**config.mk**
```make
export PLATFORM = sky130hd
export DESIGN_NAME = tsp_cordic_cell
export DESIGN_NICKNAME = d
export VERILOG_FILES = /design/src/rtl/tsp_pkg.sv /design/src/rtl/tsp_cordic_cell.sv
export SDC_FILE = /design/constraint.sdc
export NUM_CORES = 1
export LEC_CHECK = 0
export ABC_AREA = 0
export BUFFER_PORTS_ARGS = -buffer_cell sky130_fd_sc_hd__buf_2
export CORE_UTILIZATION = 57
export DETAILED_ROUTE_END_ITERATION = 8
export GPL_TIMING_DRIVEN = 0
export PLACE_DENSITY = 0.94
export SLEW_MARGIN = 20
export SYNTH_ARGS = -nofsm -noshare
export SYNTH_HDL_FRONTEND = slang
export SYNTH_SLANG_ARGS = --single-unit
```
**constraint.sdc**
```tcl
create_clock -name aclk -period 3.7 [get_ports aclk]
set_clock_uncertainty 0.1 [all_clocks]
set_input_delay 0.37 -clock aclk [delete_from_list [all_inputs] [get_ports aclk]]
set_output_delay 0.37 -clock aclk [all_outputs]
set_load 0.01 [all_outputs]
```
**src/rtl/tsp_pkg.sv**
```systemverilog
package tsp_pkg;

    localparam int XY_W    = 33;
    localparam int ACC_W   = 32;
    localparam int STEPS   = 28;
    localparam int ROOT_W  = 8;
    localparam int REM_W   = 11;
    localparam int NSQ_W   = 19;
    localparam int NLO_W   = 16;
    localparam int PH_W    = 16;
    localparam int THR_W   = 14;

    localparam logic [21:0] SQ3_Q20 = 22'd1816187;

    localparam logic [ACC_W-1:0] ANG_ZERO = 32'h0000_0000;
    localparam logic [ACC_W-1:0] ANG_QTR  = 32'h4000_0000;
    localparam logic [ACC_W-1:0] ANG_HALF = 32'h8000_0000;
    localparam logic [ACC_W-1:0] ANG_NQTR = 32'hC000_0000;

    localparam logic [0:0] REG_PHASE_MODE = 1'b0;
    localparam logic [0:0] REG_NOISE_THR  = 1'b1;

    localparam logic [ACC_W-1:0] ATAN_TURNS [STEPS] = '{
        32'd536870912, 32'd316933406, 32'd167458907, 32'd85004756,
        32'd42667331,  32'd21354465,  32'd10679838,  32'd5340245,
        32'd2670163,   32'd1335087,   32'd667544,    32'd333772,
        32'd166886,    32'd83443,     32'd41722,     32'd20861,
        32'd10430,     32'd5215,      32'd2608,      32'd1304,
        32'd652,       32'd326,       32'd163,       32'd81,
        32'd41,        32'd20,        32'd10,        32'd5
    };

    typedef logic [14:0] coarse_tbl_t [128];

    function automatic coarse_tbl_t build_coarse_tbl();
        coarse_tbl_t t;
        for (int i = 0; i < 128; i++) begin
            t[i] = 15'((i * 65536 + 127) / 255);
        end
        return t;
    endfunction

    localparam coarse_tbl_t COARSE_TBL = build_coarse_tbl();

    typedef struct packed {
        logic                    valid;
        logic                    hold;
        logic signed [XY_W-1:0]  x;
        logic signed [XY_W-1:0]  y;
        logic [ACC_W-1:0]        acc;
    } cord_t;

    typedef struct packed {
        logic               sat;
        logic [NLO_W-1:0]   n;
        logic [REM_W-1:0]   rem;
        logic [ROOT_W-1:0]  root;
    } sq_t;

endpackage

```
**src/rtl/tsp_cordic_cell.sv**
```systemverilog
module tsp_cordic_cell
    import tsp_pkg::*;
#(
    parameter int STEP = 0
) (
    input  logic  aclk,
    input  logic  aresetn,
    input  logic  ce,
    input  cord_t cin,
    output cord_t cout
);

    cord_t stage_reg;
    cord_t stage_next;
    logic signed [XY_W-1:0] xs;
    logic signed [XY_W-1:0] ys;

    assign xs = cin.x >>> STEP;
    assign ys = cin.y >>> STEP;

    always_comb begin
        stage_next = cin;
        if (!cin.hold) begin
            if (!cin.y[XY_W-1]) begin
                stage_next.x   = cin.x + ys;
                stage_next.y   = cin.y - xs;
                stage_next.acc = cin.acc + ATAN_TURNS[STEP];
            end else begin
                stage_next.x   = cin.x - ys;
                stage_next.y   = cin.y + xs;
                stage_next.acc = cin.acc - ATAN_TURNS[STEP];
            end
        end
    end

    always_ff @(posedge aclk) begin
        if (!aresetn) begin
            stage_reg.valid <= 1'b0;
        end else if (ce) begin
            stage_reg.valid <= stage_next.valid;
        end
        if (ce) begin
            stage_reg.hold <= stage_next.hold;
            stage_reg.x    <= stage_next.x;
            stage_reg.y    <= stage_next.y;
            stage_reg.acc  <= stage_next.acc;
        end
    end

    assign cout = stage_reg;

endmodule

```
Word-level counts from Yosys, hierarchy flattened
Index checks and enable logic that the tools add are counted.

Register bits after elaboration: 100. Word-level logic and storage cells: 12. Output and inout port bits: 100. Bits of input ports: 103.

Mux-type cells: 2. Add/subtract/negate cells: 5.

Operators with widths (number): 2-to-1 mux 98 bit (2); subtractor 33 bit (2); adder 33 bit (1); adder 32 x 30 -> 32 bit (second input constant) (1); subtractor 32 x 30 -> 32 bit (second input constant) (1).

Logic depth before layout (Yosys ltp)
Word-level depth: 3. Mapped depth: 13. Depth with buffers taken out: 12.

Worst setup path before layout
Ideal clock, no wire load.

Path kind: in2reg. Start point: input port cin[36] (netlist name). End point: register stage_reg, in the netlist cout[91], data pin. Setup time: 0.259 ns. Arrival time: 2.836 ns. Setup slack: 0.505 ns. Path buffers: 1. Cell stages on the path: 12. Data required time: 3.341 ns. Path through: inv_1 ha_1 buf_6 nor2b_1 o21ai_1 a311o_1 a2111oi_4 a21oi_2 o41ai_2 a311oi_1 o21a_1 o31a_1.

RTL lines: start, declared (line tsp_cordic_cell.sv:9) `input cord_t cin,`; end, declared (line tsp_cordic_cell.sv:13) `cord_t stage_reg;`.

==> run_results.csv <==
group,metric,value,unit
routing,drtPass1Iterations,6,
setup_path,cp.required,3720,ps
cts,cts_sinks,100,
floorplan,core,16640,µm²
yosys,synthCells,1135,
grt,antenna_found_initial,0,
sta,rsz0062_at_grt,"no",
yosys,async_flop_share,0,%
floorplan,pin_count,203,
power_and_ir_drop,power_leakage,5.141,nW
setup_path,cp_max_fo,7,
final_layout,stdcell_count,1571,
sta,tightestPinTransition,1077,ps
sta,fmax,275.8,MHz
placement,place_hpwl,27850,µm
placement,port_buffers,201,
yosys,yosys_warnings,0,
floorplan,start_util,58.56,%
sta,finalSetupViolations,0,
grt,track_usage,40.66,%
cts,ctsLongestPathBuffers,2,
routing,wire_per_inst,23.01,µm
final_layout,diodes,0,
final_layout,fin_area,11380,µm²
yosys,synth_top_area_share,30.50,%
grt,grt_pass1_wl,54190,µm
yosys,synth-seq-cells,100,
sta,relSlewSlack,28.18,%
floorplan,rows,47,
routing,routed_wirelength,36150,µm
final_layout,syn2layout_area_growth,16.73,%
yosys,synth_edf_count,99,
yosys,netlist_area,9746,µm²
routing,drc,0,
cts,postCtsSetupBuffers,0,
cts,cts_tree,"built",
yosys,synth_nets,1347,
grt,grt_overflow,0,
setup_path,worstPathArrival,3640,ps
routing,ant_nets,0,
cts,clk_pin_slew,80,ps
sta,slew_violations,0,
placement,gp_congestion,0.9967,
routing,first_iter_violations,1448,
flow_run,drv_cap,0,
grt,grt_max_degree,61,
routing,viasPerCell,6.499,
setup_path,rrSetupSlack,2970,ps
yosys,synth_commonest_cells,"133 x a21oi_1, 107 x inv_1, 105 x ha_1",
yosys,avgSynthCellArea,8.586,µm²
sta,min_period_over_period,97.99,%
yosys,yosys.area.top_type,"edfxtp_1",
final_layout,largest_register_ffs,100,
yosys,yosysMostFrequentCell,"a21oi_1",
yosys,ys_seq_area_share,30.71,%
power_and_ir_drop,power,4.007,mW
cts,insertion_delay,360,ps
sta,final_hold_viol_count,0,
cts,cts-root-buf,"clkbuf_16",
status,outcome,"completed",
yosys,ys_types,77,
final_layout,nFillCells,1323,
floorplan,dieArea,17620,µm²
grt,grt_pass1_vias,9489,
setup_path,crit_path_end_kind,"register",
routing,num_vias,10210,
power_and_ir_drop,p_per_area,352.2,nW/µm²
placement,dp_cells,1557,
cts,postCtsHoldBufs,0,
setup_path,start_kind,"input pin",
hold_path,hp-class,"in -> reg",
floorplan,chipHeight,132.8,µm
final_layout,layout-drive-gt1-share,19.10,%
final_layout,nets,1558,
final_layout,utilization,68.36,%
setup_path,critPathKind,"in -> reg",
placement,placed_area,11060,µm²
sta,min_period,3626,ps
yosys,ys.flop_type,"edfxtp_1",
yosys,synth_area_leaders,"edfxtp_1 31%, ha_1 13%, a21oi_1 6.8%",
cts,cts_made_buffers,9,
floorplan,die_w,132.8,µm
cts,htreeDepth,3,
power_and_ir_drop,ir_drop,231.1,µV
==> layer usage <==
metal	vias up	routed length, µm	GRT usage, %
li1	4538	-	-
met1	4811	15110	56.47
met2	729	15640	61.08
met3	132	3929	9.004
met4	0	1469	16.92
met5	-	0	0
==> layout make-up <==
cell class              count  area (µm²)  share of cell area (%)
plain buffers              59       244.0                   2.145
clock buffers              10       229.0                   2.013
clock inverters             6       55.05                  0.4839
inverters                 112       421.7                   3.707
multi-input cells         862        6122                   53.82
flip-flops and latches    100        2993                   26.31
well taps                 220       275.3                   2.420
repair buffers            202        1036                   9.107
==> power breakdown <==
part | switching (mW) | leakage [nW] | internal, mW
sequential | 0.0310 | 0.977 | 1.40
combinational | 1.03 | 4.02 | 0.578
clock | 0.492 | 0.140 | 0.471
==> placed cells by master (no fill, tap or decap), types with 6 or more instances in the layout <==
cell type  synthesis  final
a21oi_1          133    133
clkbuf_16          0      9
buf_1             19     17
a21o_1            28     28
edfxtp_1          99     99
nand2_1           67     67
and3_1             8      8
o211ai_1           9      9
nand2b_1           7      7
a211oi_1          17     17
a31oi_1           10     10
nand3_1           15     15
nor2_1            83     83
nor4_1            12     12
mux2i_1           36     36
a221oi_1           7      6
o21bai_1          17     17
inv_1            107    107
nor2b_1            8      8
a211o_1            7      7
nor3_1            32     32
o31ai_1           14     14
nand4_1            7      7
ha_1             105    105
xnor2_1           55     55
o21ai_0           78     76
o21a_1             8      8
buf_2              6    207
clkbuf_1          34     32
==> worst max-delay path, stage by stage <==
cell       delay, ps
buf_2            110
inv_1             70
ha_1             410
nor2b_2          180
o2111ai_1        180
a311o_1          450
a2111oi_4        550
a21oi_2          240
o41a_1           530
o31ai_2          270
and3_2           230
nor3_2            50
==> cells by family after synthesis <==
logic type	count (synthesis)	synth area share, %
simple gates	263	12.66
flops	100	30.71
fa+ha+maj	109	14.30
buf+inv	173	6.869
compound gates	395	26.38
mux	39	4.044
xor+xnor	56	5.033
==> final timing paths <==
check | depth (start not counted) | end | startpoint
hold reg to reg | 2 | cout[99] | cout[99]
setup / recovery | 12 | cout[58] | cin[34]
hold / removal | 1 | cout[21] | cin[21]
setup reg to reg | 2 | cout[99] | cout[99]
==> per-stage QoR <==
step	worst slack [ps]	hold WS, ps	TNS (ps)
CTS	22.36	71.30	0
floorplan	504.9	368.9	0
detailed placement	-452.5	448.1	-5979
finish	74.46	72.61	0
global route	9.232	66.78	0
global placement	-476.9	404.7	-5906
==> repair_timing <==
action                     CTS  global route
setup endpoints to repair    2            17
pin swaps                    0             2
resized for setup            1             8
(Power assumes the default switching activity.)
