===== config.mk =====
export PLATFORM = sky130hd
export DESIGN_NAME = tsp_sqrt_cell
export DESIGN_NICKNAME = d
export VERILOG_FILES = /design/src/rtl/tsp_pkg.sv /design/src/rtl/tsp_sqrt_cell.sv
export SDC_FILE = /design/constraint.sdc
export NUM_CORES = 1
export LEC_CHECK = 0
export ABC_AREA = 1
export BUFFER_PORTS_ARGS = -buffer_cell sky130_fd_sc_hd__buf_2
export CAP_MARGIN = 20
export CORE_MARGIN = 10
export CORE_UTILIZATION = 44
export DETAILED_ROUTE_END_ITERATION = 12
export PLACE_DENSITY = 0.77
export SLEW_MARGIN = 25
export SYNTH_ARGS = -nofsm -noshare
export SYNTH_HDL_FRONTEND = slang
export SYNTH_SLANG_ARGS = --single-unit

===== constraint.sdc =====
create_clock -name aclk -period 2.2 [get_ports aclk]
set_input_delay 0.22 -clock aclk [delete_from_list [all_inputs] [get_ports aclk]]
set_output_delay 0.22 -clock aclk [all_outputs]
set_load 0.1 [all_outputs]

===== src/rtl/tsp_pkg.sv =====
package tsp_pkg;

    localparam int XY_W    = 33;
    localparam int ACC_W   = 32;
    localparam int STEPS   = 28;
    localparam int ROOT_W  = 8;
    localparam int REM_W   = 11;
    localparam int NSQ_W   = 19;
    localparam int NLO_W   = 16;
    localparam int PH_W    = 16;
    localparam int THR_W   = 14;

    localparam logic [21:0] SQ3_Q20 = 22'd1816187;

    localparam logic [ACC_W-1:0] ANG_ZERO = 32'h0000_0000;
    localparam logic [ACC_W-1:0] ANG_QTR  = 32'h4000_0000;
    localparam logic [ACC_W-1:0] ANG_HALF = 32'h8000_0000;
    localparam logic [ACC_W-1:0] ANG_NQTR = 32'hC000_0000;

    localparam logic [0:0] REG_PHASE_MODE = 1'b0;
    localparam logic [0:0] REG_NOISE_THR  = 1'b1;

    localparam logic [ACC_W-1:0] ATAN_TURNS [STEPS] = '{
        32'd536870912, 32'd316933406, 32'd167458907, 32'd85004756,
        32'd42667331,  32'd21354465,  32'd10679838,  32'd5340245,
        32'd2670163,   32'd1335087,   32'd667544,    32'd333772,
        32'd166886,    32'd83443,     32'd41722,     32'd20861,
        32'd10430,     32'd5215,      32'd2608,      32'd1304,
        32'd652,       32'd326,       32'd163,       32'd81,
        32'd41,        32'd20,        32'd10,        32'd5
    };

    typedef logic [14:0] coarse_tbl_t [128];

    function automatic coarse_tbl_t build_coarse_tbl();
        coarse_tbl_t t;
        for (int i = 0; i < 128; i++) begin
            t[i] = 15'((i * 65536 + 127) / 255);
        end
        return t;
    endfunction

    localparam coarse_tbl_t COARSE_TBL = build_coarse_tbl();

    typedef struct packed {
        logic                    valid;
        logic                    hold;
        logic signed [XY_W-1:0]  x;
        logic signed [XY_W-1:0]  y;
        logic [ACC_W-1:0]        acc;
    } cord_t;

    typedef struct packed {
        logic               sat;
        logic [NLO_W-1:0]   n;
        logic [REM_W-1:0]   rem;
        logic [ROOT_W-1:0]  root;
    } sq_t;

endpackage


===== src/rtl/tsp_sqrt_cell.sv =====
module tsp_sqrt_cell
    import tsp_pkg::*;
#(
    parameter int STEP = 7
) (
    input  logic aclk,
    input  logic ce,
    input  sq_t  sin,
    output sq_t  sout
);

    sq_t stage_reg;
    sq_t stage_next;
    logic [REM_W-1:0] rem_sh;
    logic [REM_W-1:0] trial;

    assign rem_sh = {sin.rem[REM_W-3:0], sin.n[2*STEP+1 -: 2]};
    assign trial  = {1'b0, sin.root, 2'b01};

    always_comb begin
        stage_next = sin;
        if (rem_sh >= trial) begin
            stage_next.rem  = rem_sh - trial;
            stage_next.root = {sin.root[ROOT_W-2:0], 1'b1};
        end else begin
            stage_next.rem  = rem_sh;
            stage_next.root = {sin.root[ROOT_W-2:0], 1'b0};
        end
    end

    always_ff @(posedge aclk) begin
        if (ce) begin
            stage_reg <= stage_next;
        end
    end

    assign sout = stage_reg;

endmodule


; ---- Yosys cells after proc, flatten, opt, wreduce, memory -nomap -nowiden
; Cells that the tools add are included.
[op_classes]
addsub = 1
order_cmp = 1
n_mux = 1
[op_table]
columns = cell, n
row1 = 19-bit 2-to-1 mux, 1
row2 = 11-bit by 10-bit greater-or-equal comparator with 1-bit output, 1
row3 = 11-bit by 10-bit subtractor with 11-bit output, 1
[totals]
ff_bits = 36
input_bits = 38
output_inout_bits = 36
wordCells = 7

; ---- Longest topological paths before layout
; Gate-level depths: netlist of run 1.
[logic_depth]
ltp_word = 2
depth_mapped = 11
depth_no_buf = 11

; ---- Worst setup path after synthesis of run 1
; No wires, ideal clock.
[synth_timing]
path_kind = input -> register
startpoint = input sin[3] in the netlist's numbering
endpoint = register stage_reg, in the netlist sout[17], data pin
setup_ps = 252
t_arrival_ps = 1349
required_ps = 1948
path_slack_ps = 599
cell_stages = 11
path_buffers = 1
path_cell_list = inv_1 > ha_1 > nand2_1 > inv_2 > nand3_1 > nor2_2 > nor2_1 > nand2_4 > buf_12 > nand3_4 > nand2_2
[synth_lines]
columns = element, line_no
row1 = "start, declared", tsp_sqrt_cell.sv:8  ; input sq_t sin,
row2 = "end signal, assigned", tsp_sqrt_cell.sv:33  ; stage_reg <= stage_next;
row3 = "end, declared", tsp_sqrt_cell.sv:12  ; sq_t stage_reg;

==> results_dict.tcl, run 1 <==
set metrics [dict create \
    die_y_um 85.8 \
    cts_resized 0 \
    clock.fmax_ghz 0.620 \
    synth_cell_type_count 22 \
    gr-total-overflow 0 \
    max_slew_margin_pct 48.1 \
    ant_nets 0 \
    synthMuxAreaShare_pct 0 \
    m1WireLength_um 1760 \
    powerDensity_nw_per_um2 923 \
    root_buffer "clkbuf_8" \
    syn_area_per_cell_um2 10.0 \
    maxCapViolCount 0 \
    fp.dieArea_um2 7360 \
    synth_xor_area_share_pct 1.38 \
    clk_path_buf_depth 2 \
    setup_tns_ns 0 \
    leakage_nw 1.21 \
    worstPathMaxFanout 13 \
    grt_pass1_wl_um 6780 \
    hold_path_class "in -> reg" \
    highest_layer "met4" \
    cts_sinks 36 \
    fin_crit_sh_pct 73.3 \
    dieWidth_um 85.8 \
    yosysSeqAreaShare_pct 56.8 \
    hpwlAfterDp_um 3450 \
    status "finished clean" \
    synthAdderAreaFrac_pct 6.57 \
    async_flop_share_pct 0 \
    core_um2 4090 \
    whs_endpoint "sout[30]" \
    h-tree-depth 2 \
    syn_inst 190 \
    vias 1509 \
    postCtsHoldBufs 0 \
    post-route-min-period_ns 1.61 \
    rsz0062_at_grt "no" \
    synthToLayoutAreaGrowth_pct 26.6 \
    ys_seq_elements 36 \
    largest_register_ffs 36 \
    ys_top_cells_by_area "edfxtp_1 (57%), nand2_1 (11%), ha_1 (6.6%)" \
    synth_simple_gate_area_share_pct 25.6 \
    dr.pass1.iters 4 \
    clk_pin_slew_ns 0.07 \
    gp_congestion 0.835 \
    cp-start-kind "primary input" \
    worstPathRequired_ns 2.23 \
    yosysMostFrequentCell "nand2_1" \
    synth-compound-area-share_pct 2.04 \
    drcViolationCount 0 \
    portBuffers 71 \
    critical_path_arrival_ns 1.65 \
    nFillCells 344 \
    post-route-util_pct 58.9 \
    endpoint_kind "flop" \
    synth_ff_type "edfxtp_1" \
    synth_top_cell_area_share_pct 56.8 \
    synth_top_area_cell "edfxtp_1" \
    finalMaxSlewViolations 0 \
    io_pins 74 \
    synthTopCellsByCount "nand2_1 (57), edfxtp_1 (36), inv_1 (30), nand2_2 (12), nand3_1 (11)" \
    tightest_slew_ns 0.778 \
    synth_fp_nets 238 \
    setup_viol_count_final 0 \
    tritoncts "built" \
    finalNetCount 315 \
    hold_violations 0 \
    drive_above_1_share_pct 38.4 \
    grt_pass1_vias 1557 \
    dr_wl_met2_um 1870 \
    via_per_inst 4.75 \
    std_cell_rows 23 \
    antenna_cells 0 \
    drt_iter0_markers 36 \
    grt_max_degree 37 \
    peakVddDrop_mv 0.278 \
    cts_inserted_buffers 5 \
    start_util_pct 46.6 \
    antenna_found_initial 0 \
    synth_edf_count 36 \
    avgRoutedWirePerCell_um 13.3 \
    post_cts_buffers 0 \
    hold_start "sin[30]" \
    grt_usage_pct 11.4 \
    whs_path_depth 1 \
    synth_top_family_by_area "simple AND/OR/NAND/NOR gates" \
    wirelength_um 4240 \
    crit_type "in -> reg" \
    yosysWarningCount 0 \
    netlist_area_um2 1900 \
    wl_met3_um 525 \
]
[critical path: stages]
cell and delay [ns]:
buf_2 0.08, inv_1 0.04, ha_1 0.37, a21oi_1 0.19
nand2_2 0.10, nand2_2 0.09, nand2_2 0.06, nand2_2 0.08
nand2_4 0.14, inv_2 0.21, a21oi_1 0.06
[worst max path at each step]
stage	start	endpoint	slack, ns
finish	sin[0]	sout[18]	0.59
global route	sin[0]	sout[17]	0.43
CTS	sin[0]	sout[18]	0.58
detailed placement	sin[3]	sout[18]	0.29
global placement	sin[3]	sout[18]	0.30
floorplan	sin[3]	sout[17]	0.60
[per-stage QoR]
stage	cell area (um^2)	setup slack [ns]	hold WS, ns	power (mW)	cells
detailed placement	2300	0.285	0.400	1.69	310
global route	2410	0.434	0.0977	2.32	318
floorplan	1900	0.599	0.319	1.55	190
CTS	2410	0.584	0.105	2.25	318
global placement	2300	0.300	0.397	1.67	310
finish	2410	0.587	0.110	2.22	318
[where the power goes]
group          internal [mW]  switching [mW]
Combinational          0.144           0.672
Clock                  0.336           0.221
Sequential             0.836          0.0133
[cells by family after synthesis]
logic type,count (synthesis)
AOI/OAI and AO/OA,7
and+or+nand+nor,100
xor gates and xnor gates,3
DFF,36
buffers and inverters,34
adders and majority gates,10
[routing by layer]
metal  up-vias  global-route usage [%]
met2        57                    18.7
met4         0                    5.24
met3        10                    6.05
li1        765                       -
met5         -                       0
met1       677                    11.7
[layout make-up]
cell class | count | area (um^2) | area share, %
multi-input cells | 120 | 678 | 28.2
repair buffers | 71 | 355 | 14.8
clock buffers | 6 | 72.6 | 3.01
flip-flops and latches | 36 | 1080 | 44.9
inverters | 33 | 124 | 5.14
clock inverters | 2 | 35.0 | 1.45
well taps | 50 | 62.6 | 2.60
[layout by cell type, fill, tap and decap left out, drive strengths merged]
master / count
nor3: 1
nor2: 10
nand4: 2
nand2: 70
ha: 10
xnor2: 1
a21oi: 6
bufinv: 1
o21ai: 1
buf: 71
nand3b: 1
edfxtp: 36
xor2: 2
clkinv: 1
inv: 33
nand3: 16
clkbuf: 6
Note: power is estimated with default switching activity, not from simulation.
==> run 2, diff against run 1 <==
--- a/config.mk
+++ b/config.mk
@@ -5,13 +5,13 @@
 export SDC_FILE = /design/constraint.sdc
 export NUM_CORES = 1
 export LEC_CHECK = 0
-export ABC_AREA = 1
+export ABC_AREA = 0
 export BUFFER_PORTS_ARGS = -buffer_cell sky130_fd_sc_hd__buf_2
 export CAP_MARGIN = 20
 export CORE_MARGIN = 10
 export CORE_UTILIZATION = 44
 export DETAILED_ROUTE_END_ITERATION = 12
-export PLACE_DENSITY = 0.77
+export PLACE_DENSITY = 0.79
 export SLEW_MARGIN = 25
 export SYNTH_ARGS = -nofsm -noshare
 export SYNTH_HDL_FRONTEND = slang
==> constraint.sdc (replaced) <==
create_clock -name aclk -period 1.65 [get_ports aclk]
set_input_delay 0.165 -clock aclk [delete_from_list [all_inputs] [get_ports aclk]]
set_output_delay 0.165 -clock aclk [all_outputs]
set_load 0.1 [all_outputs]
==> run 2 against run 1 <==
  * The run now ends with negative setup slack left
  * Synthesized cell count fell by 39%
  * Total power grew 41%
  * Worst setup slack lost 0.70 ns
  * Clock-buffer cell count did not move
  * Non-clock buffer count rose by 31
  * Sequential share of layout area fell by 4.1 points
  * Critical endpoint unchanged
  * Sequential power rose by 34%
  * Combinational power grew 53%
  * Area after synthesis decreased by 11%
  * Die area is 8.7% lower
==> results_dict.tcl, run 2 <==
set metrics [dict create \
    status "finished, violations left" \
    violations "negative setup slack" \
    root_buffer "clkbuf_8" \
    postCtsHoldBufs 0 \
    critical_path_arrival_ns 1.80 \
    worstPathMaxFanout 2 \
    gp_congestion 0.874 \
    synth_top_cell_area_share_pct 64.0 \
    synth_cell_type_count 30 \
    whs_endpoint "sout[31]" \
    antenna_cells 0 \
    hpwlAfterDp_um 3660 \
    io_pins 74 \
    p_total_mw 3.13 \
    yosysWarningCount 0 \
    drive_above_1_share_pct 62.7 \
    post-route-min-period_ns 1.76 \
    hold_path_class "in -> reg" \
    ys_top_cells_by_area "edfxtp_1 (64%), ha_1 (7.4%), mux2_1 (3.3%)" \
    synthTopCellsByCount "edfxtp_1 (36), inv_1 (11), ha_1 (10), a21oi_1 (7)" \
    hold_violations 0 \
    wirelength_um 4790 \
    path_common_cell "o31a_1" \
    fin_crit_sh_pct 107 \
    pre_cts_ws_ns -0.471 \
    synth_edf_count 36 \
    peakVddDrop_mv 0.609 \
    crit_family "compound AO/OA/AOI/OAI gates" \
    critPathMaxStageDelay_ns 0.32 \
    async_flop_share_pct 0 \
    avgRoutedWirePerCell_um 17.5 \
    drt_iter0_markers 47 \
    whs_path_depth 1 \
    syn_inst 115 \
    grt_usage_pct 13.7 \
    yosysSeqAreaShare_pct 64.0 \
    finalMaxSlewViolations 0 \
    synth_fp_nets 163 \
    die_y_um 81.9 \
    synthToLayoutAreaGrowth_pct 57.0 \
    ys_seq_elements 36 \
    worstPathRequired_ns 1.69 \
    grt_pass1_wl_um 6890 \
    yosysMostFrequentCell "edfxtp_1" \
    finalNetCount 272 \
    std_cell_rows 22 \
    powerDensity_nw_per_um2 1180 \
    syn_area_per_cell_um2 14.7 \
    synth_ff_type "edfxtp_1" \
    post-route-util_pct 71.8 \
    ant_nets 0 \
    maxCapViolCount 0 \
    grt_pass1_vias 1415 \
    grt_max_degree 37 \
    place_area_um2 2440 \
    nFillCells 252 \
    cts_sinks 36 \
    hold_start "sin[31]" \
    leakage_nw 1.19 \
    synth_top_area_cell "edfxtp_1" \
    tightest_slew_ns 0.504 \
    final_common_cell "buf_2" \
    h-tree-depth 2 \
    cts_inserted_buffers 5 \
    path_cells "buf_8 -> ha_4 -> nor2b_4 -> o31a_1 -> o31a_1 -> a221oi_2 -> mux2_4" \
    dieWidth_um 81.9 \
    endpoint_kind "flop" \
    max_slew_margin_pct 66.6 \
    cp-start-kind "primary input" \
    layout_common_cells "buf_2 (67), edfxtp_1 (36), buf_4 (31)" \
    cp_slowest_cell "mux2_4" \
    clock.fmax_ghz 0.567 \
    crit_type "in -> reg" \
    drcViolationCount 0 \
    dr.pass1.iters 4 \
    rsz0062_at_grt "yes" \
    start_util_pct 45.8 \
    fp.dieArea_um2 6710 \
    setup_viol_count_final 8 \
    clk_pin_slew_ns 0.07 \
    gr-total-overflow 0 \
    netlist_area_um2 1690 \
    tritoncts "built" \
    vias 1370 \
    clk_path_buf_depth 2 \
    core_um2 3690 \
    crit_buf_inv 1 \
    antenna_found_initial 0 \
    via_per_inst 5.02 \
    fin_ws_ns -0.114 \
    portBuffers 71 \
    largest_register_ffs 36 \
    fin_area_um2 2650 \
]
-- run 2: changes by cell type in the layout (fill, tap and decap cells not counted), sizes merged, moves of 3 or more --
cell   before  now
nand2      70    4
inv        33   10
xnor2       1    5
nor2       10    4
o21a        0    3
buf        71  102
mux2        0    8
nand3      16    1
o21ai       1    4
-- run 2: final cells by class --
| class | instances | area (um^2) | area share (%) |
|---|---|---|---|
| flip-flops and latches | 36 | 1080 | 40.8 |
| multi-input cells | 68 | 722 | 27.2 |
| repair buffers | 102 | 621 | 23.4 |
| clock inverters | 2 | 35.0 | 1.32 |
| inverters | 11 | 58.8 | 2.22 |
| clock buffers | 6 | 72.6 | 2.74 |
| well taps | 48 | 60.1 | 2.27 |
-- run 2: cell families after synthesis --
family	after synthesis	synth area share, %
XOR/XNOR	8	4.15
AO/OA/AOI/OAI	26	10.8
multiplexers	10	6.52
AND/OR/NAND/NOR	14	4.60
buffers and inverters	11	2.45
flip-flops	36	64.0
adder cells (fa/ha/maj)	10	7.41
-- run 2: repair_timing --
action,4_1_cts,5_1_grt
endpoints found under the setup margin,10,10
setup buffers,2,4
gates resized for setup,9,9
pin swaps,5,7
-- run 2: power by group --
group | total [mW] | internal [mW] | switching (mW)
logic | 1.25 | 0.343 | 0.910
clock network | 0.741 | 0.448 | 0.293
registers | 1.14 | 1.12 | 0.0204
-- run 2: through the flow --
| step | cells | hold WS [ns] | setup TNS, ns |
|---|---|---|---|
| 2_1_floorplan | 115 | 0.264 | -0.749 |
| 3_3_place_gp | 259 | 0.343 | -3.85 |
| 3_5_place_dp | 259 | 0.344 | -4.48 |
| 4_1_cts | 269 | 0.0541 | -0.349 |
| 5_1_grt | 273 | 0.0390 | -1.23 |
| 6_report | 273 | 0.0556 | -0.425 |
-- run 2: worst max path at each step --
| stage | start | to | slack (ns) | depth (start not counted) |
|---|---|---|---|---|
| final | sin[8] | sout[18] | -0.11 | 7 |
| after global routing | sin[0] | sout[18] | -0.15 | 8 |
| after CTS | sin[0] | sout[18] | -0.07 | 8 |
| after detailed placement | sin[0] | sout[18] | -0.47 | 8 |
| after global placement | sin[0] | sout[18] | -0.41 | 8 |
| after floorplan | sin[0] | sout[18] | -0.28 | 7 |
-- run 2: metal layers --
metal	part of all wire, %	vias to the layer above	track usage [%]
li1	-	654	-
met3	11	11	6.00
met4	2.2	0	5.78
met2	49	67	24.1
met5	0	-	0
met1	39	638	13.7
